## config.mk

```make
export PLATFORM = sky130hd
export DESIGN_NAME = qrs_disc
export DESIGN_NICKNAME = d
export VERILOG_FILES = /design/src/rtl/qrs_pkg.sv /design/src/rtl/qrs_disc.sv
export SDC_FILE = /design/constraint.sdc
export NUM_CORES = 2
export LEC_CHECK = 0
export BUFFER_PORTS_ARGS = -buffer_cell sky130_fd_sc_hd__buf_2
export CORE_ASPECT_RATIO = 0.5
export CORE_MARGIN = 4
export CORE_UTILIZATION = 45
export CTS_CLUSTER_SIZE = 10
export DETAILED_ROUTE_END_ITERATION = 12
export HOLD_SLACK_MARGIN = 0.08
export SLEW_MARGIN = 20
export SYNTH_ARGS = -nofsm -noshare
export SYNTH_HDL_FRONTEND = slang
export SYNTH_SLANG_ARGS = --single-unit
```

## constraint.sdc

```tcl
create_clock -name clk_i -period 4.62 [get_ports clk_i]
set_input_delay 0.693 -clock clk_i [delete_from_list [all_inputs] [get_ports clk_i]]
set_output_delay 0.693 -clock clk_i [all_outputs]
set_load 0.01 [all_outputs]
```

## src/rtl/qrs_pkg.sv

```systemverilog
`timescale 1ns / 1ps
package qrs_pkg;

  localparam int unsigned ROOT_W = 17;
  localparam int unsigned DISC_W = 34;

  typedef enum logic [1:0] {
    CLS_TWO     = 2'd0,
    CLS_DOUBLE  = 2'd1,
    CLS_COMPLEX = 2'd2
  } disc_class_e;

  typedef struct packed {
    logic        vld;
    disc_class_e cls;
  } info_t;

endpackage

```

## src/rtl/qrs_disc.sv

```systemverilog
`timescale 1ns / 1ps
module qrs_disc import qrs_pkg::*; #(
  parameter int unsigned W = 16
) (
  input  logic                  clk_i,
  input  logic                  rst_ni,
  input  logic                  en_i,
  input  logic                  valid_i,
  input  logic signed [W-1:0]   a_i,
  input  logic signed [W-1:0]   b_i,
  input  logic signed [W-1:0]   c_i,
  output logic                  valid_o,
  output logic signed [W-1:0]   a_o,
  output logic signed [W-1:0]   b_o,
  output logic signed [2*W+1:0] d_o,
  output info_t                 info_o
);
  localparam int unsigned DW = 2 * W + 2;

  logic                  v1_q, v2_q;
  logic signed [W-1:0]   a1_q, b1_q, a2_q, b2_q;
  logic signed [2*W-1:0] bb_q, ac_q;
  logic signed [DW-1:0]  d_d, d_q;
  info_t                 info_d, info_q;

  always_ff @(posedge clk_i or negedge rst_ni) begin
    if (!rst_ni) begin
      v1_q <= 1'b0;
      v2_q <= 1'b0;
    end else if (en_i) begin
      v1_q <= valid_i;
      v2_q <= v1_q;
    end
  end

  always_ff @(posedge clk_i) begin
    if (en_i) begin
      bb_q   <= b_i * b_i;
      ac_q   <= a_i * c_i;
      a1_q   <= a_i;
      b1_q   <= b_i;
      d_q    <= d_d;
      info_q <= info_d;
      a2_q   <= a1_q;
      b2_q   <= b1_q;
    end
  end

  always_comb begin
    d_d = DW'(bb_q) - $signed({ac_q, 2'b00});
    if (d_d[DW-1]) begin
      info_d.cls = CLS_COMPLEX;
    end else if (d_d == '0) begin
      info_d.cls = CLS_DOUBLE;
    end else begin
      info_d.cls = CLS_TWO;
    end
    info_d.vld = (a1_q != '0) && !d_d[DW-1];
  end

  assign valid_o = v2_q;
  assign a_o     = a2_q;
  assign b_o     = b2_q;
  assign d_o     = d_q;
  assign info_o  = info_q;
endmodule

```

; ---- After elaboration in Yosys (flattened, before gate mapping)
; Index checks and enable logic that the tools add are counted.
[totals]
reg_bits = 167
latch_bits = 0
ram_bits = 0
mem_bits_ro = 0
wordCells = 19
n_memories = 0
[classes]
addsub = 1
multipliers = 2
div = 0
n_lt_le_gt_ge = 0
eq_ne = 0
n_shift = 0
muxes = 1
bitwise_logic = 0
n_reduce_logical = 4
[ops]
columns = op, n
row1 = $mul 16x16->32, 2
row2 = $logic_not 34->1, 1
row3 = $sub 32x34->34, 1
row4 = $reduce_bool 16->1, 1
row5 = $logic_and 1x1->1, 1
row6 = $logic_not 1->1, 1
row7 = $mux 1, 1

; ---- Logic depth before layout (Yosys ltp)
[depth]
depth_word = 3
ltp_mapped = 26

; ---- Worst setup path before layout
; Ideal clock, no wire load.
[synth_path]
path_kind = input port to flip-flop
startpoint = input port b_i[1]
endpoint = register bb_q[31] (data pin)
setup_ps = 167
t_arrival_ps = 6590
required_time_ps = 4453
path_slack_ps = -2137
stages = 23
cell_sequence = clkbuf_1 clkbuf_1 nand2_1 fa_1 fa_1 fa_1 inv_1 fa_1 fa_1 inv_1 fa_1 inv_1 ha_1 and3_1 a221oi_1 o21ai_1 a41o_1 nor2b_1 o221ai_1 a21oi_1 a211oi_1 nor2_1 a211oi_1
[synth_between]
elab_chain_len = 1
[synth_lines]
columns = element, line
row1 = "start, declared", qrs_disc.sv:10  ; input logic signed [W-1:0] b_i,
row2 = $mul 16x16->32, qrs_disc.sv:38  ; bb_q <= b_i * b_i;
row3 = "end signal, assigned", qrs_disc.sv:38
row4 = "end, declared", qrs_disc.sv:22  ; logic signed [2*W-1:0] bb_q, ac_q;
; No other way between the ends.
; A chain may end at the register's enable or synchronous reset.

; ---- Worst setup path in the final report
[layout_path]
startpoint = input port b_i[12]
endpoint = register bb_q[31] (data pin)
; Same word-level chain as after synthesis.

==> reports/qor.yml <==
synth:
  synthesis.area_um2: 25400
  synth_flop_cell: "edfxtp_1"
  ys_seq_area_share_pct: 19.2
  synthMostInstantiatedCell: "inv_1"
  yosysWarnings: 0
  synthAdderAreaFrac_pct: 49.0
  synth_top_area_cell: "fa_1"
  yosysTopAreaCellShare_pct: 39.2
  synth-edff-count: 161
  yosys.area_share.simple_pct: 11.3
  synth_top_family_by_area: "adder cells"
  synthMuxAreaShare_pct: 0.168
  synth_compound_area_share_pct: 6.06
  ys_async_sr_fraction_pct: 1.23
  syn_area_per_cell_um2: 10.2
  synth_cell_types: 72
  yosys.area_share.xor_xnor_pct: 3.59
  ys_ff_latch: 163
  netlist_top_cells_area: "fa_1 (39%), edfxtp_1 (19%), ha_1 (9.8%)"
  synth_common_cells: "inv_1 (644), fa_1 (497), nand2_1 (221)"
  netlist_instances: 2489
  synth_nets: 3236
die:
  ioPinCount: 122
  rows: 61
  core-area_um2: 55600
  initial_core_util_pct: 45.6
  dieWidth_um: 344
  die_area_um2: 60500
  die_h_um: 176
sta:
  slew_viol_final: 0
  final.setup_skew_ns: 0.0108
  finalSetupTns_ns: -38.50
  fin_crit_sh_pct: 130
  finalSetupViolations: 44
  max_freq_mhz: 167
  hold_viol: 0
  rsz0062_at_grt: "true"
  period_minus_slack_ns: 5.98
  maxSlewHeadroom_pct: 32.3
  tightestPinTransition_ns: 1.01
  fin_ws_ns: -1.36
route:
  drc: 0
  drtAntennaViolNets: 0
  drt-initial-drc-count: 907
  via_count: 18003
  routed_wl_um: 61300
  via_per_inst: 4.80
  wl_per_cell_um: 16.4
  dr.pass1.iters: 5
cts:
  cts_buffer_depth: 2
  htree_levels: 4
  path_clk_slew_ns: 0.09
  insertion_delay_ns: 0.46
  cts_sinks: 163
  cts_buffers: 17
  cts_tree: "done"
  cts_root_buf: "clkbuf_16"
placed_design:
  place.gp.congestion: 0.897
  place_ws_ns: -2.06
  dpl_cell_area_um2: 30100
  dpl.hpwl_um: 51300
  io_buffers: 120
hold_path:
  hold_class: "reg2reg"
run:
  drv_cap: 0
layout:
  antenna_cells: 0
  nNetsFinal: 3727
  final_area_um2: 32300
  fin_util_pct: 58.1
  drive_gt1_share_pct: 27.9
  area_growth_pct: 27.4
critical_path:
  critPathRequiredTime_ns: 4.91
  crit_type: "in2reg"
  worstSetupStartpointType: "primary input"
  worstPathArrival_ns: 6.28
  cp_max_fo: 6
  crit_path_end_kind: "flop"
global_routing:
  grt_pass1_vias: 19373
  grt_usage_pct: 21.2
  grt_max_degree: 88
  grt_pass1_wl_um: 102000
  overflow: 0
  antenna_found_initial: 0
status:
  violations: "setup timing"
  outcome: "finished, violations left"
[worst max-delay path: stages]
cell and delay (ns):
buf_4 0.14, buf_6 0.13, nand2_1 0.08, inv_1 0.05, ha_1 0.32, xnor2_1 0.13
buf_4 0.14, fa_1 0.57, fa_2 0.48, fa_2 0.49, fa_1 0.53, inv_1 0.06
fa_1 0.50, inv_2 0.05, ha_4 0.15, or3_4 0.32, o22ai_2 0.14, nor2b_2 0.06
or3_1 0.35, o221ai_2 0.21, a21oi_2 0.11, a211oi_2 0.26, nor2_1 0.07, a211oi_1 0.22
[what timing repair did]
item	in CTS	in global routing
gates cloned	1	1
endpoints found under the hold margin	2	0
gates resized for setup	210	134
pin swaps	137	107
buffers inserted	33	26
hold buffers	1	0
setup endpoints to repair	45	45
[cells in the final DEF, fill, tap and decap left out, types with 21 or more instances in the layout]
cell type	netlist	routed
a21oi_1	68	40
fa_1	497	469
buf_4	3	361
a21o_1	30	30
inv_1	644	608
ha_4	0	21
buf_12	0	24
a21oi_2	0	26
and2_4	0	40
buf_6	1	67
nor2_1	79	69
xor2_1	25	21
buf_2	0	74
edfxtp_1	161	161
xnor2_1	79	74
ha_1	198	168
fa_2	0	28
nand2_1	221	200
and2_1	169	129
inv_2	1	36
[stage by stage]
stage	hold slack, ns	std cells
5_1_grt	0.427	3749
2_1_floorplan	0.397	2489
6_report	0.420	3749
3_5_place_dp	0.405	3667
3_3_place_gp	0.401	3667
4_1_cts	0.425	3730
[flip-flops by register name, summed over array words and instances (netlist names)]
| name | count |
|---|---|
| bb_q | 30 |
| ac_q | 32 |
| valid_o | 1 |
| b1_q | 16 |
| v1_q | 1 |
| a_o | 16 |
| a1_q | 16 |
| d_o | 32 |
| info_o | 3 |
| b_o | 16 |
[cell families after synthesis]
kind of cell	after synthesis
buffers and inverters	714
adder cells (fa/ha/maj)	695
AND/OR/NAND/NOR	578
AO/OA/AOI/OAI	230
flip-flops	163
XOR/XNOR	104
multiplexers	4
other	1
[layer usage]
metal / track usage [%] / routed length (um)
met1: 30.7 / 28800
met2: 34.7 / 29300
met3: 2.76 / 2280
met4: 4.10 / 967
met5: 0 / 0
[final timing paths]
| check | from | endpoint | slack (ns) | cells after the start |
|---|---|---|---|---|
| worst max-delay path | b_i[12] | bb_q[31] | -1.36 | 24 |
| min in group asynchronous | rst_ni | valid_o | 0.54 | 2 |
| worst min-delay path | b1_q[7] | b_o[7] | 0.42 | 0 |
| worst max register to register | ac_q[0] | info_o[0] | 0.54 | 10 |
| worst min register to register | b1_q[7] | b_o[7] | 0.42 | 0 |
| max in group asynchronous | rst_ni | v1_q | 3.99 | 2 |
[cell type report]
cell class                 count  area, um^2
clock inverter                15         218
fill                        4733       23300
sequential                   163        4880
clock buffer                  17         425
tap                          756         946
multi-input combinational   1612       18900
timing repair buffer         540        4520
inverter                     646        2430
Power is left out: the tool's default activity adds up to more than one toggle a clock period on the data nets, which glitch-free logic cannot reach.
