File: config.mk
export PLATFORM = sky130hd
export DESIGN_NAME = qrs_div
export DESIGN_NICKNAME = d
export VERILOG_FILES = /design/src/rtl/qrs_pkg.sv /design/src/rtl/qrs_div.sv
export SDC_FILE = /design/constraint.sdc
export NUM_CORES = 2
export LEC_CHECK = 0
export BUFFER_PORTS_ARGS = -buffer_cell sky130_fd_sc_hd__buf_2
export CAP_MARGIN = 40
export CORE_MARGIN = 1
export CORE_UTILIZATION = 35
export DETAILED_ROUTE_END_ITERATION = 16
export GPL_ROUTABILITY_DRIVEN = 0
export SYNTH_ARGS = -nofsm -noshare
export SYNTH_HDL_FRONTEND = slang
export SYNTH_SLANG_ARGS = --single-unit
File: constraint.sdc
create_clock -name clk_i -period 7.2 [get_ports clk_i]
set_input_delay 0.36 -clock clk_i [delete_from_list [all_inputs] [get_ports clk_i]]
set_output_delay 0.36 -clock clk_i [all_outputs]
set_load 0.03 [all_outputs]
File: src/rtl/qrs_pkg.sv
`timescale 1ns / 1ps
package qrs_pkg;

  localparam int unsigned ROOT_W = 17;
  localparam int unsigned DISC_W = 34;

  typedef enum logic [1:0] {
    CLS_TWO     = 2'd0,
    CLS_DOUBLE  = 2'd1,
    CLS_COMPLEX = 2'd2
  } disc_class_e;

  typedef struct packed {
    logic        vld;
    disc_class_e cls;
  } info_t;

endpackage

File: src/rtl/qrs_div.sv
`timescale 1ns / 1ps
module qrs_div import qrs_pkg::*; #(
  parameter int unsigned W = 16
) (
  input  logic                  clk_i,
  input  logic                  rst_ni,
  input  logic                  en_i,
  input  logic                  valid_i,
  input  logic signed [W-1:0]   a_i,
  input  logic signed [W-1:0]   b_i,
  input  logic signed [2*W+1:0] d_i,
  input  info_t                 info_i,
  input  logic [W:0]            s_i,
  input  logic                  exact_i,
  output logic                  valid_o,
  output logic signed [2*W+1:0] d_o,
  output info_t                 info_o,
  output logic [W+1:0]          quo_p_o,
  output logic [W+1:0]          quo_m_o,
  output logic                  neg_p_o,
  output logic                  neg_m_o
);
  localparam int unsigned DW  = 2 * W + 2;
  localparam int unsigned NW  = W + 2;
  localparam int unsigned QW  = W + 1;
  localparam int unsigned RDW = QW + 1;

  // numerator magnitude and sign per root
  logic signed [W+2:0] p, sx, scx, lo_p, hi_p, lo_m, hi_m, nh_p, nh_m;
  logic [W-1:0]        mag;
  logic [NW-1:0]       n_p_d, n_m_d;
  logic                neg_p_d, neg_m_d;

  always_comb begin
    p   = a_i[W-1] ? (W+3)'(b_i) : -((W+3)'(b_i));
    mag = a_i[W-1] ? W'(-a_i) : W'(a_i);
    sx  = $signed({2'b00, s_i});
    scx = exact_i ? sx : sx + (W+3)'(1);
    if (!a_i[W-1]) begin
      lo_p = p + sx;
      hi_p = p + scx;
      lo_m = p - scx;
      hi_m = p - sx;
    end else begin
      lo_p = p - scx;
      hi_p = p - sx;
      lo_m = p + sx;
      hi_m = p + scx;
    end
    nh_p    = -hi_p;
    nh_m    = -hi_m;
    neg_p_d = lo_p[W+2];
    neg_m_d = lo_m[W+2];
    n_p_d   = neg_p_d ? nh_p[NW-1:0] : lo_p[NW-1:0];
    n_m_d   = neg_m_d ? nh_m[NW-1:0] : lo_m[NW-1:0];
  end

  logic                 v    [NW+1];
  logic signed [DW-1:0] d    [NW+1];
  info_t                inf  [NW+1];
  logic [QW-1:0]        q    [NW+1];
  logic                 ngp  [NW+1];
  logic                 ngm  [NW+1];
  logic [NW-1:0]        np   [NW+1];
  logic [NW-1:0]        nm   [NW+1];
  logic [RDW-1:0]       rp   [NW+1];
  logic [RDW-1:0]       rm   [NW+1];
  logic [NW-1:0]        qp   [NW+1];
  logic [NW-1:0]        qm   [NW+1];

  always_ff @(posedge clk_i or negedge rst_ni) begin
    if (!rst_ni) begin
      v[0] <= 1'b0;
    end else if (en_i) begin
      v[0] <= valid_i;
    end
  end

  always_ff @(posedge clk_i) begin
    if (en_i) begin
      d[0]   <= d_i;
      inf[0] <= info_i;
      q[0]   <= {mag, 1'b0};
      ngp[0] <= neg_p_d;
      ngm[0] <= neg_m_d;
      np[0]  <= n_p_d;
      nm[0]  <= n_m_d;
      rp[0]  <= '0;
      rm[0]  <= '0;
      qp[0]  <= '0;
      qm[0]  <= '0;
    end
  end

  for (genvar k = 0; k < NW; k++) begin : g_stage
    logic [RDW-1:0] cp, cm;
    assign cp = {rp[k][RDW-2:0], np[k][NW-1]};
    assign cm = {rm[k][RDW-2:0], nm[k][NW-1]};

    always_ff @(posedge clk_i or negedge rst_ni) begin
      if (!rst_ni) begin
        v[k+1] <= 1'b0;
      end else if (en_i) begin
        v[k+1] <= v[k];
      end
    end

    always_ff @(posedge clk_i) begin
      if (en_i) begin
        d[k+1]   <= d[k];
        inf[k+1] <= inf[k];
        q[k+1]   <= q[k];
        ngp[k+1] <= ngp[k];
        ngm[k+1] <= ngm[k];
        np[k+1]  <= {np[k][NW-2:0], 1'b0};
        nm[k+1]  <= {nm[k][NW-2:0], 1'b0};
        if (cp >= RDW'(q[k])) begin
          rp[k+1] <= cp - RDW'(q[k]);
          qp[k+1] <= {qp[k][NW-2:0], 1'b1};
        end else begin
          rp[k+1] <= cp;
          qp[k+1] <= {qp[k][NW-2:0], 1'b0};
        end
        if (cm >= RDW'(q[k])) begin
          rm[k+1] <= cm - RDW'(q[k]);
          qm[k+1] <= {qm[k][NW-2:0], 1'b1};
        end else begin
          rm[k+1] <= cm;
          qm[k+1] <= {qm[k][NW-2:0], 1'b0};
        end
      end
    end
  end

  assign valid_o = v[NW];
  assign d_o     = d[NW];
  assign info_o  = inf[NW];
  assign quo_p_o = qp[NW];
  assign quo_m_o = qm[NW];
  assign neg_p_o = ngp[NW];
  assign neg_m_o = ngm[NW];
endmodule

Yosys cells after proc, flatten, opt, wreduce, memory -nomap -nowiden:

Memories as Yosys holds them, arrays and structs flattened.
Index checks and enable logic that the tools add are counted.

* register bits after elaboration: 19
* input bits: 91
* latch bits: 0
* memories kept: 11
* memory bits (read-only): 0
* output and inout bits: 76
* word-level logic and storage cells: 482
* memory bits (writable): 3116

* div/mod/pow operators: 0
* add/sub/neg operators: 45
* reductions and logical operators: 0
* $lt $le $gt $ge: 36
* multipliers: 0
* equality and inequality tests: 0
* bitwise operators: 72
* mux-type cells: 299
* shifts and indexed selects: 0

Memories
* d: words 19, width 34, read ports 19, clocked after memory_dff 0, wr ports 19, RTL line qrs_div.sv:59 `logic signed [DW-1:0] d [NW+1];`
* nm: words 19, width 18, read ports 18, clocked after memory_dff 0, wr ports 19, RTL line qrs_div.sv:65 `logic [NW-1:0] nm [NW+1];`
* np: words 19, width 18, read ports 18, clocked after memory_dff 0, wr ports 19, RTL line qrs_div.sv:64 `logic [NW-1:0] np [NW+1];`
* qm: words 19, width 18, read ports 19, clocked after memory_dff 0, wr ports 19, RTL line qrs_div.sv:69 `logic [NW-1:0] qm [NW+1];`
* qp: words 19, width 18, read ports 19, clocked after memory_dff 0, wr ports 19, RTL line qrs_div.sv:68 `logic [NW-1:0] qp [NW+1];`
* rm: words 19, width 18, read ports 18, clocked after memory_dff 0, wr ports 19, RTL line qrs_div.sv:67 `logic [RDW-1:0] rm [NW+1];`
* +5 memories

Operators by type and width (number)
* 2-to-1 mux 18 bit: 77
* >= comparator 18 x 17 -> 1 bit: 36
* subtractor 18 x 17 -> 18 bit: 36
* 2-to-1 mux 1 bit: 218
* bitwise OR 1 bit: 72
* 2-to-1 mux 19 bit: 3
* negation 18 bit: 2
* adder 19 x 18 -> 19 bit: 1
* negation 16 -> 19 bit: 1
* subtractor 19 bit: 1
* adder 17 x 1 -> 18 bit (second input constant): 1
* adder 18 bit: 1
* subtractor 18 bit: 1
* 2-to-1 mux 16 bit: 1
* negation 16 bit: 1

Longest topological paths before layout:

* depth after elaboration: 6
* depth in mapped cells: 21
* depth with buffers taken out: 20

Least setup slack after synthesis:

Ideal clock, no wire load.

* kind: input -> register
* start point: in a_i[15]
* end point: mem np[0][16] (netlist bit), data pin
* buffers on the path: 6
* data arrival time: 5.039 ns
* data required time: 6.940 ns
* stages: 19
* slack: 1.901 ns
* setup time: 0.260 ns
* cells stage by stage: buf_1 > clkbuf_1 > buf_2 > buf_2 > buf_1 > clkbuf_1 > a21oi_1 > xor2_1 > ha_1 > a2111oi_4 > o21ai_2 > a311oi_1 > nor2_1 > xor2_1 > o21a_1 > or4_4 > nor3_2 > xnor2_1 > mux2_4

RTL lines
* start, declared: RTL line qrs_div.sv:9 `input logic signed [W-1:0] a_i,`
* end, declared: RTL line qrs_div.sv:64

==> impl_metrics.ini <==
[timing]
fmax_ghz = 0.226
period_minus_slack_ps = 4430
setup-tns-final_ps = 0
hold_viol_final = 0
setup_viol = 0
fin_ws_ps = 2770
worstMarginPinSlew_ps = 997
slew_headroom_pct = 33.5
fin_skew_ps = 73.6
period_share_pct = 61.6
worst_hold_slack_ps = 173
drv_slew = 0
rsz0062_at_grt = false

[clock_tree]
cts.sinks = 2310
cts_made_buffers = 244
cts_root_buf = clkbuf_16
cts.reportedPaths.clkPinSlew_ps = 60
cts_tree = yes
htreeDepth = 4
clock_latency_ps = 900
clk_path_buf_depth = 4

[hold_path]
worst_hold_startpoint = d_i[12]
hold_path_class = input pin to register
hold_depth = 2

[final_layout]
layout_common_cells = 2,289 x edfxtp_1, 619 x ha_1, 600 x inv_1, 531 x nor2_1, 375 x a21oi_1
area_growth_pct = 13.8
drive_above_1_share_pct = 12.2
final_common_cell = edfxtp_1
nets = 8805
n_fill_cell = 27545
final_util_pct = 40.1

[drt]
drtIter0Drc = 3971
wl_per_cell_um = 17.1
via_per_inst = 4.93
drt_pass1_iterations = 7
via_count = 60349
postRouteAntennaNets = 0
drt-total-wl_um = 209000
drc = 0

[floorplan]
die-area_um2 = 307000
ios = 167
core_area_um2 = 303000
dieHeight_um = 554
rows = 202
start_util_pct = 35.2
die_x_um = 554

[critical_path]
start_kind = register
startpoint = q[10][2]
end_kind = register
cp.arrival_ps = 5040
cp.required_ps = 7810
reg2regPathDepth = 12
r2r_start = q[10][2]
critPathKind = register to register
path_max_fanout = 16

[pwr]
irDropWorstVdd_mv = 0.252
pwr-share-seq_pct = 41.6
leakage_nw = 45.7
powerDensity_nw_per_um2 = 377
p_int_mw = 31.6
combPwrFrac_pct = 31.2
p_clk_share_pct = 27.2
switching_share_pct = 30.9
p_sw_mw = 14.2

[placement]
io_buffers = 166
dp_hpwl_um = 152000
place_ws_ps = 2060

[logic_synthesis]
synth_area_leaders = edfxtp_1 64%, ha_1 7.3%, mux2_2 3.5%, xnor2_1 2.4%, inv_1 2.1%
yosysWarnings = 0
seq_area_frac_synth_pct = 64.9
yosysTopAreaCellShare_pct = 64.5
synth_edf_count = 2289
synth_cells = 7666
async_flop_share_pct = 0.823
synth_nets = 8412
yosys.area.top_type = edfxtp_1
synth_cell_types = 96
synth-seq-cells = 2310
ys.flop_type = edfxtp_1
synth_area_per_cell_um2 = 13.9
synth_area_um2 = 107000

[global_routing]
track_usage_pct = 13.2
antenna_found_initial = 7
grt_overflow_total = 0
grt_pass1_vias = 61639
grt_pass1_wl_um = 327000
grt_start_max_net_pins = 158

[status]
status = finished, final reports clean

[run]
cap_violations = 0
per-layer routing:
layer	track usage, %	share of wire [%]	vias up
li1	-	-	29386
met1	15.7	42	28924
met2	22.8	48	1459
met3	2.17	4.3	580
met4	6.97	5.3	0
met5	0	0	-
worst max-delay path, stage by stage (launching register included):
cell	delay [ps]
edfxtp_1	450
inv_1	90
ha_1	300
nor2b_1	140
o21ai_0	250
a21boi_0	180
o21ai_0	280
a21boi_1	180
o2111ai_1	260
nand3_1	270
o41ai_1	560
o21a_1	780
mux2_2	420
kinds of logic (layout without fill, tap and decap cells):
group           Yosys count  count (layout)  synth area share [%]
compound gates         1326            1326                  8.10
xor+xnor                453             453                  3.72
fa+ha+maj               655             655                  7.94
buf+inv                 761            1365                  2.75
flops                  2310            2310                  64.9
mux                     474             474                  4.86
other cells               0               3                     0
simple gates           1687            1687                  7.69
worst paths after layout:
| check | endpoint | slack, ps |
|---|---|---|
| worst max-delay path | rp[11][4] | 2770 |
| worst min-delay path | d[0][12] | 170 |
| worst max register to register | rp[11][4] | 2770 |
| worst min register to register | qp[14][2] | 400 |
| max in group asynchronous | v[6] | 5990 |
| min in group asynchronous | v[16] | 680 |
stage by stage:
step	cells	power [mW]	area, um2
global route	12249	48.3	121000
global placement	11701	32.7	112000
floorplan	7666	29.5	107000
detailed placement	11725	33.3	113000
finish	12251	45.7	121000
CTS	12248	46.1	121000
cell type report:
class	count	area [um2]	area share [%]
tap	3978	4980	4.10
inverter	603	2260	1.86
multi-input combinational	4595	34500	28.4
antenna	3	7.51	0.00618
clock buffer	292	6370	5.25
sequential	2310	69300	57.0
clock inverter	165	1670	1.38
timing repair buffer	305	2340	1.92
cells in the mapped netlist, drive strengths merged, types with 13 or more instances:
cell     count
nand3b      13
a21boi      75
and2        47
fa          36
ha         619
buf         52
or2         22
xnor2      292
nand4       72
a2111oi     25
o21ai      288
nand4b      21
nor2b      116
nor3b       27
nand3      111
o21bai      36
a31oi       29
nor4        32
or3         48
mux2       347
a21oi      385
nor3       155
a21o       134
a211oi      47
o211ai      28
nand2      368
a211o       18
edfxtp    2289
and3        20
inv        603
nand2b      68
xor2       161
o41ai       31
o21a        56
mux2i      127
nor2       531
dfrtp       19
a311o       15
clkbuf     106
o31ai       45
state kept, by name (all words and copies together) (netlist names):
name,flops
qp,171
inf,57
rm,289
ngm,19
ngp,19
qm,171
valid_o,1
nm,171
np,171
q,288
d,646
rp,289
v,18
power groups by stage:
| stage | combinational, mW | clock (mW) | sequential (mW) |
|---|---|---|---|
| 2_1_floorplan | 10.6 | 0 | 18.8 |
| 3_3_place_gp | 13.5 | 0 | 19.2 |
| 3_5_place_dp | 14.0 | 0 | 19.3 |
| 4_1_cts | 14.1 | 12.9 | 19.0 |
| 5_1_grt | 15.6 | 13.4 | 19.2 |
| 6_report | 14.3 | 12.4 | 19.0 |
repair_timing:
action | in CTS | in global routing
gates resized for setup | 0 | 0
hold endpoints to repair | 81 | 0
hold buffers | 66 | 0
buffers inserted | 0 | 0
(Power assumes the default switching activity.)
