<file path="config.mk">
export PLATFORM = sky130hd
export DESIGN_NAME = qrs_sqrt
export DESIGN_NICKNAME = d
export VERILOG_FILES = /design/src/rtl/qrs_pkg.sv /design/src/rtl/qrs_sqrt.sv
export SDC_FILE = /design/constraint.sdc
export NUM_CORES = 1
export LEC_CHECK = 0
export BUFFER_PORTS_ARGS = -buffer_cell sky130_fd_sc_hd__buf_2
export CAP_MARGIN = 20
export CORE_MARGIN = 2
export CORE_UTILIZATION = 47
export CTS_BUF_LIST = sky130_fd_sc_hd__clkbuf_8
export CTS_CLUSTER_DIAMETER = 60
export DETAILED_ROUTE_END_ITERATION = 6
export PLACE_DENSITY = 0.63
export SLEW_MARGIN = 20
export SYNTH_ARGS = -nofsm -noshare
export SYNTH_HDL_FRONTEND = slang
export SYNTH_SLANG_ARGS = --single-unit
</file>
<file path="constraint.sdc">
create_clock -name clk_i -period 3.9 [get_ports clk_i]
set_clock_uncertainty 0.1 [all_clocks]
set_input_delay 0.585 -clock clk_i [delete_from_list [all_inputs] [get_ports clk_i]]
set_output_delay 0.585 -clock clk_i [all_outputs]
set_load 0.01 [all_outputs]
</file>
<file path="src/rtl/qrs_pkg.sv">
`timescale 1ns / 1ps
package qrs_pkg;

  localparam int unsigned ROOT_W = 17;
  localparam int unsigned DISC_W = 34;

  typedef enum logic [1:0] {
    CLS_TWO     = 2'd0,
    CLS_DOUBLE  = 2'd1,
    CLS_COMPLEX = 2'd2
  } disc_class_e;

  typedef struct packed {
    logic        vld;
    disc_class_e cls;
  } info_t;

endpackage

</file>
<file path="src/rtl/qrs_sqrt.sv">
`timescale 1ns / 1ps
module qrs_sqrt import qrs_pkg::*; #(
  parameter int unsigned W = 16
) (
  input  logic                  clk_i,
  input  logic                  rst_ni,
  input  logic                  en_i,
  input  logic                  valid_i,
  input  logic signed [W-1:0]   a_i,
  input  logic signed [W-1:0]   b_i,
  input  logic signed [2*W+1:0] d_i,
  input  info_t                 info_i,
  output logic                  valid_o,
  output logic signed [W-1:0]   a_o,
  output logic signed [W-1:0]   b_o,
  output logic signed [2*W+1:0] d_o,
  output info_t                 info_o,
  output logic [W:0]            s_o,
  output logic                  exact_o
);
  localparam int unsigned DW = 2 * W + 2;
  localparam int unsigned SW = W + 1;
  localparam int unsigned RW = SW + 3;

  logic                 v   [SW+1];
  logic signed [W-1:0]  a   [SW+1];
  logic signed [W-1:0]  b   [SW+1];
  logic signed [DW-1:0] d   [SW+1];
  info_t                inf [SW+1];
  logic [DW-1:0]        bits[SW+1];
  logic [RW-1:0]        rem [SW+1];
  logic [SW-1:0]        root[SW+1];

  assign v[0]    = valid_i;
  assign a[0]    = a_i;
  assign b[0]    = b_i;
  assign d[0]    = d_i;
  assign inf[0]  = info_i;
  assign bits[0] = d_i;
  assign rem[0]  = '0;
  assign root[0] = '0;

  for (genvar k = 0; k < SW; k++) begin : g_stage
    logic [RW-1:0] cur, trial;
    assign cur   = {rem[k][RW-3:0], bits[k][DW-1:DW-2]};
    assign trial = RW'({root[k], 2'b01});

    always_ff @(posedge clk_i or negedge rst_ni) begin
      if (!rst_ni) begin
        v[k+1] <= 1'b0;
      end else if (en_i) begin
        v[k+1] <= v[k];
      end
    end

    always_ff @(posedge clk_i) begin
      if (en_i) begin
        a[k+1]    <= a[k];
        b[k+1]    <= b[k];
        d[k+1]    <= d[k];
        inf[k+1]  <= inf[k];
        bits[k+1] <= {bits[k][DW-3:0], 2'b00};
        if (cur >= trial) begin
          rem[k+1]  <= cur - trial;
          root[k+1] <= {root[k][SW-2:0], 1'b1};
        end else begin
          rem[k+1]  <= cur;
          root[k+1] <= {root[k][SW-2:0], 1'b0};
        end
      end
    end
  end

  assign valid_o = v[SW];
  assign a_o     = a[SW];
  assign b_o     = b[SW];
  assign d_o     = d[SW];
  assign info_o  = inf[SW];
  assign s_o     = root[SW];
  assign exact_o = (rem[SW] == '0);
endmodule

</file>
# Yosys cells after proc, flatten, opt, wreduce, memory -nomap -nowiden
# Index checks and enable logic that the tools add are counted.
dict set report word_totals {
  inputBits 73
  reg_bits 1908
  word_cells 222
  output_inout_bits 88
}
dict set report classes {
  magnitude_cmp 17
  muxes 34
  reduce_logical 1
  n_addsub 17
}
# cell n
set ops {}
lappend ops {{two-way mux 18 bit} 15}
lappend ops {{>= comparator 20 x 10 -> 1 bit} 1}
lappend ops {{>= comparator 20 x 11 -> 1 bit} 1}
lappend ops {{>= comparator 20 x 12 -> 1 bit} 1}
lappend ops {{>= comparator 20 x 13 -> 1 bit} 1}
lappend ops {{>= comparator 20 x 14 -> 1 bit} 1}
lappend ops {{>= comparator 20 x 15 -> 1 bit} 1}
lappend ops {{>= comparator 20 x 16 -> 1 bit} 1}
lappend ops {{>= comparator 20 x 17 -> 1 bit} 1}
lappend ops {{>= comparator 20 x 18 -> 1 bit} 1}
lappend ops {{>= comparator 20 x 3 -> 1 bit} 1}
lappend ops {{>= comparator 20 x 4 -> 1 bit} 1}
lappend ops {{>= comparator 20 x 5 -> 1 bit} 1}
lappend ops {{>= comparator 20 x 6 -> 1 bit} 1}
lappend ops {{>= comparator 20 x 7 -> 1 bit} 1}
lappend ops {{>= comparator 20 x 8 -> 1 bit} 1}
lappend ops {{>= comparator 20 x 9 -> 1 bit} 1}
lappend ops {{zero test 20 bit} 1}
lappend ops {{two-way mux 20 bit} 1}
lappend ops {{subtractor 20 x 18 -> 20 bit} 1}
lappend ops {{subtractor 18 x 10 -> 18 bit} 1}
lappend ops {{subtractor 18 x 11 -> 18 bit} 1}
lappend ops {{subtractor 18 x 12 -> 18 bit} 1}
lappend ops {{subtractor 18 x 13 -> 18 bit} 1}
lappend ops {{other kinds (15)} 31}

# Depth between registers and ports, before layout
# Gate-level depths: netlist (run 1).
dict set report depth {
  depth_word 2
  mapped_depth 12
  mapped_depth_nobuf 11
}

# Worst setup path before layout (run 1)
# Ideal clock, no wire load.
dict set report synth_path {
  path_kind {register to register}
  from {register rem, in the netlist g_stage[12].cur[9]}
  to {register rem, in the netlist g_stage[13].cur[14], data pin}
  synth_period_minus_slack_ns 2.905
  path_stages_with_launch 9
  setup_ns 0.260
  n_path_buf 1
  setup_slack_ns 0.995
  t_arrival_ns 2.544
  required_time_ns 3.540
  path_cell_list {edfxtp_1 ha_1 a211oi_2 nor2_1 o31a_1 a311o_1 or4b_1 buf_4 mux2_4}
}
dict set report synth_via {
  elab_chain_cells 2
  elab_cells_between_ends 3
  cone_classes {add/sub: 1; order compare: 1; mux: 1}
}
# item line
set synth_lines {}
lappend synth_lines {{from (decl)} qrs_sqrt.sv:31} ;# logic [RW-1:0] rem [SW+1];
lappend synth_lines {{from (signal, indexed assignment)} qrs_sqrt.sv:64} ;# rem[k+1] <= cur - trial;
lappend synth_lines {{from (signal, indexed assignment)} qrs_sqrt.sv:67} ;# rem[k+1] <= cur;
lappend synth_lines {{subtractor 18 x 14 -> 18 bit / >= comparator 20 x 14 -> 1 bit (equally long branches)} {qrs_sqrt.sv:64, qrs_sqrt.sv:63}}
lappend synth_lines {{two-way mux 18 bit *} qrs_sqrt.sv:63} ;# if (cur >= trial) begin
# Every way passes the cells marked *; elsewhere a longest branch is shown, timed or not.
# A chain may end at the register's enable or synchronous reset.

# Worst setup path after layout (run 1)
dict set report layout_path {
  from {register rem, in the netlist g_stage[11].cur[2]}
  to {register rem, in the netlist g_stage[12].cur[19], data pin}
}
dict set report layout_via {
  elab_chain_cells 2
  elab_cells_between_ends 3
  cone_classes {add/sub: 1; order compare: 1; mux: 1}
}
# item line
set layout_lines {}
lappend layout_lines {{subtractor 18 x 13 -> 18 bit / >= comparator 20 x 13 -> 1 bit (equally long branches)} {qrs_sqrt.sv:64, qrs_sqrt.sv:63}}
lappend layout_lines {{two-way mux 18 bit *} qrs_sqrt.sv:63}
# Marks and branches as above.

==> results of run 1 <==
## logic make-up after synthesis
kind of cell / count (synthesis) / share of synthesized area, %
fa+ha+maj: 173 / 3.518
mux: 67 / 1.234
compound gates: 505 / 5.141
xor+xnor: 222 / 3.172
buf+inv: 331 / 2.489
other cells: 1 / 0.006094
flops: 1631 / 79.46
simple gates: 623 / 4.982
## flip-flops by register name, indices dropped and copies added, names as in the netlist
register,flops
d,544
g_stage.cur,268
a,256
b,256
g_stage.trial,136
inf,48
d_o,34
rem,20
s_o,17
a_o,16
b_o,16
v,16
info_o,3
valid_o,1
## critical path, cell delays in order (launching register included)
cell      delay, ps
edfxtp_1        390
ha_1            360
nor2b_1         160
o31a_1          270
o31ai_1         430
o21ai_0         270
nor2_2          340
inv_2           240
o211ai_1        230
nor3_1          100
xor2_1          150
## power by group
group	switching [µW]	internal, µW	total (µW)
clock	6280	7160	13400
sequential	710	21200	21900
combinational	2370	1860	4230
total	9360	30200	39600
## repair_timing
action	in CTS	in global routing
hold endpoints to repair	141	0
resized for setup	0	0
hold buffers	73	0
## per-layer routing
metal / global-route usage [%] / part of all wire [%]
met5: 0 / 0
met4: 6.262 / 3.3
met3: 3.813 / 5.4
met2: 21.10 / 46
met1: 17.49 / 45
## layout make-up
cell class	count	area, µm²	share of cell area (%)
flip-flops and latches	1631	48890	69.77
repair buffers	292	2227	3.178
clock inverters	174	842.1	1.202
inverters	217	814.5	1.162
clock buffers	290	3991	5.696
multi-input cells	1591	11120	15.87
diodes	2	5.005	0.007142
well taps	1742	2180	3.110
## final timing paths
| kind | slack, ps | cells past startpoint | end |
|---|---|---|---|
| worst min-delay path | 240 | 2 | d[568]$_DFFE_PP_ |
| worst min register to register | 280 | 0 | b[63]$_DFFE_PP_ |
| min in group asynchronous | 660 | 3 | v[5]$_DFFE_PN0P_ |
| worst max register to register | 570 | 10 | g_stage[12].cur[19]$_DFFE_PP_ |
| worst max-delay path | 570 | 10 | g_stage[12].cur[19]$_DFFE_PP_ |
| max in group asynchronous | 2550 | 3 | v[13]$_DFFE_PN0P_ |
## through the flow
| step | cell area [µm²] | util (%) | setup slack (ps) | hold WS (ps) | total power [µW] |
|---|---|---|---|---|---|
| 2_1_floorplan | 61530 | - | 995.3 | 189.4 | 25010 |
| 3_3_place_gp | 64500 | 49.75 | 737.3 | 300.2 | 26370 |
| 3_5_place_dp | 64500 | 49.75 | 646.4 | 304.5 | 26460 |
| 4_1_cts | 70070 | 54.04 | 610.4 | 87.71 | 40280 |
| 5_1_grt | 70070 | 54.05 | 308.6 | 129.4 | 41690 |
| 6_report | 70070 | 54.05 | 567.7 | 238.2 | 39590 |
## cell usage in the layout (no fill, tap or decap), drive strengths merged, types with 100 or more instances in the layout
| cell type | netlist | layout |
|---|---|---|
| nand2 | 134 | 134 |
| inv | 217 | 311 |
| nor2 | 186 | 186 |
| edfxtp | 1614 | 1614 |
| a21oi | 185 | 185 |
| xnor2 | 130 | 130 |
| o21ai | 100 | 100 |
| buf | 84 | 219 |
| ha | 173 | 173 |
| clkbuf | 30 | 290 |
==> impl_metrics.csv, run 1 <==
group,metric,value,unit
yosys,yosys.area.top_type,"edfxtp_1",
cells_and_area,finalNetCount,4263,
cells_and_area,nFillCells,10330,
clocking,numCtsBuffers,284,
global_routing,grt_pass1_wl,146.4,mm
yosys,synth_common_cells,"edfxtp_1, inv_1, nor2_1",
global_routing,grt_overflow_total,0,
setup_path,crit_arrival,3870,ps
timing,hold_viol_final,0,
drt,initialDrtViolationCount,2006,
timing,max_freq,300.1,MHz
placed_design,gp_congestion,0.8413,
timing,slew_viol_final,0,
yosys,seq_area_frac_synth,79.46,%
run_status,status,"finished clean",
setup_path,reg2reg_from,"g_stage[11].cur[2]$_DFFE_PP_",
clocking,root_buffer,"clkbuf_8",
floorplan,die_area,0.1338,mm²
yosys,syn_nets,3799,
floorplan,initial_utilization,47.46,%
drt,drc,0,
yosys,synth.area.top_cells,"edfxtp_1, ha_1, xnor2_1",
yosys,synth.most_common_cell,"edfxtp_1",
timing,maxSlewHeadroom,39.61,%
setup_path,start_kind,"flip-flop",
yosys,syn_inst,3553,
placed_design,io_buffers,160,
yosys,synth_edf_count,1614,
clocking,clk_pin_slew,60,ps
setup_path,cp-end-kind,"flip-flop",
setup_path,cp_data_required_time,4440,ps
drt,wl_per_cell,15.08,µm
yosys,yosysWarnings,0,
drt,vias,28980,
timing,period_share,85.44,%
hold_path,worstHoldPathType,"input pin to flip-flop",
global_routing,grt_pass1_vias,29450,
placed_design,place_hpwl,55.61,mm
yosys,synth_area,0.06153,mm²
floorplan,die_w,365.8,µm
clocking,insertion_delay,950,ps
setup_path,crit_type,"flip-flop to flip-flop",
flow_run,maxCapViolations,0,
setup_path,path_max_fanout,18,
yosys,async_reset_ff_share,1.042,%
drt,first_pass_iters,5,
placed_design,dp_cells,5400,
cells_and_area,area_delta_synth_final,13.88,%
timing,rsz0062_at_grt,"no",
global_routing,antenna_found_initial,2,
drt,drt_wl_total,89.54,mm
clocking,htreeDepth,5,
cells_and_area,instances_no_fill,5939,
pwr,ir_worst_vdd,0.3613,mV
floorplan,num_rows,132,
timing,post-route-min-period,3332,ps
clocking,clockBufferDepth,4,
clocking,cts_setup_buffers,0,
timing,setup_violations,0,
yosys,syn_avg_cell_area,17.32,µm²
global_routing,grtUsageTotal,13.48,%
clocking,cts.sinks,1631,
pwr,p_leak,0.02605,µW
cells_and_area,drive_gt1_share,15.14,%
yosys,yosys_most_used_dff,"edfxtp_1",
yosys,ys_ff_latch,1631,
floorplan,ioPinCount,161,
setup_path,startpoint,"g_stage[11].cur[2]$_DFFE_PP_",
floorplan,die_y,365.8,µm
clocking,cts_tree,"yes",
global_routing,grt_max_degree,105,
timing,finalSetupTns,0,ps
yosys,yosys.cell_types.count,78,
drt,viasPerCell,4.879,
floorplan,fp.coreArea,0.1296,mm²
drt,ant_nets,0,
pwr,pwr_density_cell,565.0,mW/mm²
yosys,synth_top_area_share,78.77,%
hold_path,hold_path.startpoint,"d_i[24]",
timing,tightest_slew,905.8,ps
Power figures use the tool's default switching activity.
==> run 2: changes to the inputs <==
Settings changed: CORE_ASPECT_RATIO set to 0.6.
==> impl_metrics.csv, run 2 (synthesis results as in run 1) <==
group,metric,value,unit
setup_path,cp-end-kind,"flip-flop",
setup_path,crit_type,"flip-flop to flip-flop",
floorplan,initial_utilization,47.55,%
timing,setup_violations,0,
drt,drc,0,
clocking,insertion_delay,930,ps
cells_and_area,instances_no_fill,5895,
floorplan,die_area,0.1339,mm²
drt,vias,29130,
pwr,switching_share,24.83,%
global_routing,grt_pass1_vias,28260,
timing,period_share,87.74,%
clocking,clockBufferDepth,3,
floorplan,die_w,471.1,µm
cells_and_area,layout_commonest_cell,"edfxtp_1",
timing,rsz0062_at_grt,"no",
timing,slew_viol_final,0,
timing,maxSlewHeadroom,36.07,%
cells_and_area,finalNetCount,4224,
timing,hold_viol_final,0,
drt,wl_per_cell,16.37,µm
clocking,htreeDepth,4,
drt,drt_wl_total,96.51,mm
pwr,ir_worst_vdd,0.3306,mV
floorplan,fp.coreArea,0.1294,mm²
setup_path,path_max_fanout,22,
clocking,numCtsBuffers,228,
drt,first_pass_iters,5,
drt,ant_nets,0,
placed_design,place_area,0.06459,mm²
pwr,power_frac_clock,32.0,%
cells_and_area,fin_util,53.80,%
timing,finalSetupTns,0,ps
pwr,p_sw,9611,µW
placed_design,dp_cells,5391,
global_routing,grt_pass1_wl,154.4,mm
pwr,p_leak,0.02583,µW
global_routing,grt_max_degree,100,
clocking,root_buffer,"clkbuf_8",
hold_path,worstHoldPathType,"input pin to flip-flop",
cells_and_area,area_delta_synth_final,13.16,%
clocking,cts-resized-gates,0,
timing,tightest_slew,959.0,ps
timing,worst_slack,478.2,ps
clocking,cts_tree,"yes",
run_status,status,"finished clean",
placed_design,gp_congestion,0.8632,
floorplan,ioPinCount,161,
setup_path,cp_data_required_time,4450,ps
cells_and_area,design_area,0.06963,mm²
cells_and_area,largest-register,"d",
clocking,clk_pin_slew,60,ps
placed_design,preCtsSetupSlack,583.4,ps
global_routing,grt_overflow_total,0,
cells_and_area,drive_gt1_share,14.70,%
cells_and_area,largest_register_ffs,544,
flow_run,maxCapViolations,0,
placed_design,place_hpwl,61.99,mm
global_routing,antenna_found_initial,6,
drt,viasPerCell,4.942,
cells_and_area,final_cell_mix,"edfxtp_1, inv_1, clkbuf_8",
setup_path,start_kind,"flip-flop",
pwr,comb_power_share,11.3,%
clocking,cts.sinks,1631,
global_routing,grtUsageTotal,14.50,%
floorplan,die_y,284.3,µm
pwr,pwr_density_cell,555.8,mW/mm²
timing,max_freq,292.2,MHz
drt,initialDrtViolationCount,2434,
floorplan,num_rows,102,
pwr,p_int,29090,µW
setup_path,crit_arrival,3970,ps
placed_design,io_buffers,160,
pwr,seq_power_share,56.7,%
timing,post-route-min-period,3422,ps
-- run 2: cell types whose count changed in the layout (fill, tap and decap cells not counted), moves of 3 or more --
cell	change
clkbuf_8	-60
buf_4	+18
clkinv_2	+13
clkinv_1	+12
inv_1	-10
inv_16	+5
inv_12	+4
clkinvlp_4	-3
-- run 2: layer usage --
layer / global-route usage (%) / wire (µm) / up-vias
met5: 0 / 0 / -
met4: 4.783 / 2023 / 0
met3: 4.036 / 6436 / 181
met2: 19.12 / 38610 / 713
met1: 22.90 / 49440 / 13900
li1: - / - / 14340
-- run 2: power groups by stage --
stage / registers, µW / clock network [µW] / logic (µW)
after floorplan: 22000 / 0 / 3010
after global placement: 22300 / 0 / 4210
after detailed placement: 22300 / 0 / 4260
after CTS: 22000 / 12900 / 4340
after global routing: 22100 / 13700 / 4880
final: 21900 / 12400 / 4370
-- run 2: path summary, 6_finish.rpt --
kind                                              start                            to  slack [ps]  cells past startpoint
setup reg to reg           g_stage[10].cur[5]$_DFFE_PP_  g_stage[11].cur[9]$_DFFE_PP_         480                      7
max in group asynchronous                        rst_ni           valid_o$_DFFE_PN0P_        2470                      3
hold reg to reg                        d[349]$_DFFE_PP_              d[315]$_DFFE_PP_         280                      0
min in group asynchronous                        rst_ni              v[1]$_DFFE_PN0P_         740                      3
hold / removal                                  d_i[30]              d[574]$_DFFE_PP_         260                      2
setup / recovery           g_stage[10].cur[5]$_DFFE_PP_  g_stage[11].cur[9]$_DFFE_PP_         480                      7
-- run 2: final cells by class --
| cell class | count | area [µm²] |
|---|---|---|
| timing repair buffer | 309 | 2342 |
| fill | 10360 | 59780 |
| clock inverter | 198 | 1136 |
| multi-input combinational | 1591 | 11120 |
| tap | 1716 | 2147 |
| inverter | 217 | 814.5 |
| clock buffer | 230 | 3166 |
| antenna | 3 | 7.507 |
| sequential | 1631 | 48890 |
-- run 2: critical path: stages (launching register included) --
cell      delay [ps]
edfxtp_1         390
ha_1             400
a211oi_1         260
o21ai_0          150
a221oi_1         730
o21ai_0          210
or2_1            540
mux2_2           390
-- run 2: through the flow --
stage                     hold slack, ps  total power [µW]
after floorplan                    189.4             25010
after global placement             300.4             26500
after detailed placement           304.5             26580
after CTS                          118.9             39250
after global routing               172.0             40660
final                              258.8             38700
-- run 2: timing repair --
| action | CTS | global route |
|---|---|---|
| buffers inserted | 0 | 0 |
| hold endpoints to repair | 96 | 0 |
| hold buffers | 73 | 0 |
